## config.mk

```make
export PLATFORM = sky130hd
export DESIGN_NAME = tphp_divider
export DESIGN_NICKNAME = d
export VERILOG_FILES = /design/src/rtl/core/tphp_pkg.sv /design/src/rtl/core/tphp_divider.sv
export SDC_FILE = /design/constraint.sdc
export NUM_CORES = 2
export LEC_CHECK = 0
export BUFFER_PORTS_ARGS = -buffer_cell sky130_fd_sc_hd__buf_2
export CAP_MARGIN = 20
export CORE_MARGIN = 2
export CORE_UTILIZATION = 55
export DETAILED_ROUTE_END_ITERATION = 8
export HOLD_SLACK_MARGIN = 0.05
export PLACE_DENSITY_LB_ADDON = 0.3
export SYNTH_ARGS = -nofsm -noshare
export SYNTH_HDL_FRONTEND = slang
export SYNTH_SLANG_ARGS = --single-unit
```

## constraint.sdc

```tcl
create_clock -name clk -period 26.1 [get_ports clk]
set_clock_uncertainty 0.05 [all_clocks]
set_input_delay 2.61 -clock clk [delete_from_list [all_inputs] [get_ports clk]]
set_output_delay 2.61 -clock clk [all_outputs]
set_load 0.05 [all_outputs]
```

## src/rtl/core/tphp_pkg.sv

```systemverilog
`timescale 1ns / 1ps
package tphp_pkg;

  localparam int unsigned HistDepthDefault = 1024;
  localparam logic [31:0] VelWindowReset = 32'd120000;
  localparam logic [31:0] MaxHorizonReset = 32'd400000;

  localparam logic [1:0] SRC_EMPTY = 2'd0;
  localparam logic [1:0] SRC_HIT = 2'd1;
  localparam logic [1:0] SRC_OLDEST = 2'd2;
  localparam logic [1:0] SRC_PREDICT = 2'd3;

  localparam logic CFG_VEL_WINDOW = 1'b0;
  localparam logic CFG_MAX_HORIZON = 1'b1;

  typedef struct packed {
    logic kind;
    logic [63:0] time_stamp;
    logic signed [31:0] delta_x;
    logic signed [31:0] delta_y;
    logic absolute_mode;
  } in_word_t;

  typedef struct packed {
    logic signed [63:0] pos_x;
    logic signed [63:0] pos_y;
    logic [1:0] source;
  } out_word_t;

  typedef struct packed {
    logic [63:0] t;
    logic [63:0] x;
    logic [63:0] y;
  } hist_entry_t;

endpackage

```

## src/rtl/core/tphp_divider.sv

```systemverilog
`timescale 1ns / 1ps
module tphp_divider import tphp_pkg::*; (
  input  logic         clk,
  input  logic         rst_n,
  input  logic         start,
  input  logic [63:0]  delta,
  input  logic [31:0]  h,
  input  logic [63:0]  dt,
  output logic         done,
  output logic [63:0]  quo
);

  typedef enum logic [3:0] {
    D_IDLE = 4'b0001,
    D_MUL0 = 4'b0010,
    D_MUL1 = 4'b0100,
    D_DIV  = 4'b1000
  } dstate_t;

  dstate_t state_r, state_nxt;
  logic [63:0] mag_r, dt_r, quo_r, rem_r;
  logic [31:0] h_r;
  logic [127:0] prod_r;
  logic neg_r;
  logic [6:0] cnt_r;
  logic [64:0] rem_sh;
  logic [63:0] pp;

  assign pp = mag_r[31:0] * h_r;
  assign rem_sh = {rem_r, prod_r[127]};

  always_comb begin
    state_nxt = state_r;
    unique case (state_r)
      D_IDLE: if (start) state_nxt = D_MUL0;
      D_MUL0: state_nxt = D_MUL1;
      D_MUL1: state_nxt = D_DIV;
      D_DIV:  if (cnt_r == 7'd127) state_nxt = D_IDLE;
      default: state_nxt = D_IDLE;
    endcase
  end

  always_ff @(posedge clk) begin
    if (!rst_n) begin
      state_r <= D_IDLE;
      done <= 1'b0;
    end else begin
      state_r <= state_nxt;
      done <= (state_r == D_DIV) && (cnt_r == 7'd127);
    end
    unique case (state_r)
      D_IDLE: begin
        neg_r <= delta[63];
        mag_r <= delta[63] ? (~delta + 64'd1) : delta;
        h_r <= h;
        dt_r <= dt;
      end
      D_MUL0: begin
        prod_r <= {64'd0, pp};
        mag_r <= {32'd0, mag_r[63:32]};
      end
      D_MUL1: begin
        prod_r <= prod_r + {32'd0, pp, 32'd0};
        rem_r <= '0;
        quo_r <= '0;
        cnt_r <= '0;
      end
      D_DIV: begin
        prod_r <= {prod_r[126:0], 1'b0};
        cnt_r <= cnt_r + 7'd1;
        if (rem_sh >= {1'b0, dt_r}) begin
          rem_r <= 64'(rem_sh - {1'b0, dt_r});
          quo_r <= {quo_r[62:0], 1'b1};
        end else begin
          rem_r <= rem_sh[63:0];
          quo_r <= {quo_r[62:0], 1'b0};
        end
      end
      default: ;
    endcase
  end

  assign quo = neg_r ? (~quo_r + 64'd1) : quo_r;

  a_done_from_div: assert property (@(posedge clk) disable iff (!rst_n)
    done |-> $past(state_r == D_DIV)) else $error("done without divide");
  a_start_idle: assert property (@(posedge clk) disable iff (!rst_n)
    (state_r == D_MUL0) |-> $past(start)) else $error("multiply without start");
  a_cnt_run: assert property (@(posedge clk) disable iff (!rst_n)
    (state_r == D_DIV && cnt_r != 7'd127) |=> (state_r == D_DIV))
    else $error("divide stopped early");

endmodule

```

==> impl_results.md <==
- Status: complete, no violations
- Post-synth EDFFs: 424
- Seq cells post-synth: 429
- Reg2reg setup slack: 14.16 ns
- GRT Util Overall: 27.7%
- 1st-pass router iterations: 6
- Met2 usage: 47.2%
- Mapped Cells: 6499
- Post-synth cell types: 79
- Reg2reg start: h_r[5]
- Met1 Resource Use GR: 36.6%
- Via count: 46.1k
- Post-CTS Hold Buffers: 0
- Layout filler cell count: 9449
- Initial antenna violation count: 5
- Post CTS Setup Buffer Count: 0
- CP peak stage delay: 1.02 ns
- Placement Setup Slack: 14.28 ns
- Starting Density: 55.2%
- ANT nets after route: 0
- Cts bufs inserted: 52
- First-pass GRT wire length: 251000 um
- Yosys warns: 0
- Global route hottest layer: met2
- Asr flop ratio synth: 0%
- Rel. slew slack: 30.0%
- Origin of the worst setup path: h_r[5]
- RSZ-0062 raised after global routing: no
- Die H: 337 um
- Final Hold Viols: 0
- Setup crit start kind: flop
- Final setup viols: 0
- Wire length per cell: 19.1 um
- Layout cells sized above 1: 6.93%
- Worst Path Max Fanout: 32
- Worst Hold Depth: 2
- Total negative slack: 0 ns
- TritonCTS clock tree: yes
- Hold/Removal Path Class: reg -> reg
- Final wirelength: 154000 um
- Ports: 228
- Min-delay src: mag_r[35]
- Fmax: 0.0838 GHz
- Clock tree root buffer cell: clkbuf_16
- Critical-path top delay cell: edfxtp_1
- Vias in the first global route: 47.4k
- Seq/Total Area, Yosys: 21.1%
- Final min period: 11.94 ns
- WP data arrival: 12.34 ns
- Worst skew pair latency: 0.70 ns
- Port-buffer cells: 227
- Syn_nets: 7964
- CTS Buffer Depth: 3
- GPL Wtd Cong: 0.975
- Max-cap violations: 0
- Core Box Area: 0.110 sq mm
- CP dominant cell by count: fa_1
- CP endpoint kind: flop
- Main synth FF type: edfxtp_1
- Crit share post-route: 45.7%
- Clock Pin Slew Worst Setup and Hold Paths: 0.07 ns
- CTS Sinks: 429
- Vias/cell: 5.73
- Chip Width: 337 um
- DP HPWL: 117000 um
- GR Layer Usage met3: 3.73%
- Final-report max-slew violation count: 0
- WHS Endpoint: mag_r[3]
- Row count: 122
- Largest net degree at the start of global routing: 188
- Post-CTS resize count: 0
- Initial DRC count: 3441
- Final worst slack: 14.16 ns
- Gr ovfl total: 0
- Synth Cell Area: 0.0608 sq mm
- Nets: 7976
- Slew @ Worst Pin: 1.05 ns
- Residual DRC: 0
- H-tree depth: 2
- Synth-to-Final Area Change: 7.39%
- Die area: 0.113 sq mm
- R2r worst-path depth: 36
- FF-to-FF End: prod_r[112]
- Kind of critical path: reg -> reg
- Req. time, crit path: 26.50 ns
- Avg Cell Area, Syn: 9.36 sq um
## cell usage in the layout (no fill, tap or decap), types with 33 or more instances in the layout
cell type	n
inv_1	999
nand3_1	68
ha_1	404
a21oi_1	280
and2_1	647
fa_1	898
edfxtp_1	424
nand4_1	57
or3_1	33
xnor2_1	174
o21bai_1	35
buf_2	227
xor2_1	142
nor3_1	49
and3_1	39
nor2_1	176
a21o_1	135
buf_4	68
clkbuf_16	52
o21ai_0	250
o31ai_1	57
nand2_1	832
## critical path: cells and delay by family (launching register included)
kind                       cells  cell delay (ns)
adders and majority gates     10             4.73
buffers and inverters          4             0.21
xor gates and xnor gates       1             0.54
AOI/OAI and AO/OA             18             4.66
DFF                            1             1.02
and+or+nand+nor                3             0.49
## Yosys cell counts, drive strengths merged, types with 39 or more instances
cell	count	share of area, %
a21o	135	1.7
a21oi	281	2.3
and2	647	6.7
and3	39	0.40
clkbuf	342	2.1
edfxtp	424	21
fa	898	30
ha	404	8.3
inv	999	6.2
nand2	833	5.1
nand3	68	0.56
nand4	57	0.59
nor2	177	1.1
nor3	52	0.43
o21ai	254	2.1
o31ai	58	0.74
or3	40	0.45
xnor2	174	2.5
xor2	142	2.0
## layout make-up
cell class	count	area (sq um)	share of cell area, %
clock buffer	56	1320	2.01
inverter	1000	3760	5.75
timing repair buffer	307	1960	3.00
tap	1488	1860	2.85
antenna	4	10.0	0.0153
sequential	429	12800	19.6
multi-input combinational	4721	43000	65.8
clock inverter	41	583	0.892
## state kept, by name (all words and copies together), names as in the netlist
name	flops
prod_r	128
quo_r	64
rem_r	64
done	1
dt_r	64
h_r	32
state_r	4
mag_r	64
neg_r	1
cnt_r	7
## worst max-delay path by stage
stage | end | slack [ns] | cells past startpoint
3_3_place_gp | prod_r[108] | 14.49 | 37
2_1_floorplan | mag_r[0] | 12.98 | 3
4_1_cts | prod_r[112] | 14.28 | 37
5_1_grt | prod_r[108] | 13.47 | 36
6_report | prod_r[112] | 14.16 | 36
3_5_place_dp | prod_r[112] | 14.28 | 37
## through the flow
step	area (sq um)	util, %	hold slack [ns]	instances
floorplan	60800	-	0.446	6499
global placement	63100	57.3	0.454	7934
detailed placement	63200	57.4	0.463	7937
CTS	65100	59.1	0.479	8034
global route	65300	59.3	0.494	8043
finish	65300	59.3	0.476	8046
## cells by family (layout without fill, tap and decap cells)
logic type      after synthesis  after routing  share of synthesized area [%]
fa+ha+maj                  1302           1302                           37.9
buf+inv                    1349           1404                           8.33
xor+xnor                    316            316                           4.55
mux                          12             12                          0.199
other cells                   0              4                              0
compound gates             1035           1035                           11.0
simple gates               2056           2056                           17.0
flops                       429            429                           21.1
## per-layer routing
metal / routed length (um) / vias up
met5: 33 / -
met3: 9250 / 295
li1: - / 21059
met1: 63300 / 23236
met4: 5210 / 6
met2: 76100 / 1474
Power is not shown: default switching activity piles up to over one toggle a cycle in this logic, so the estimate is an artifact.
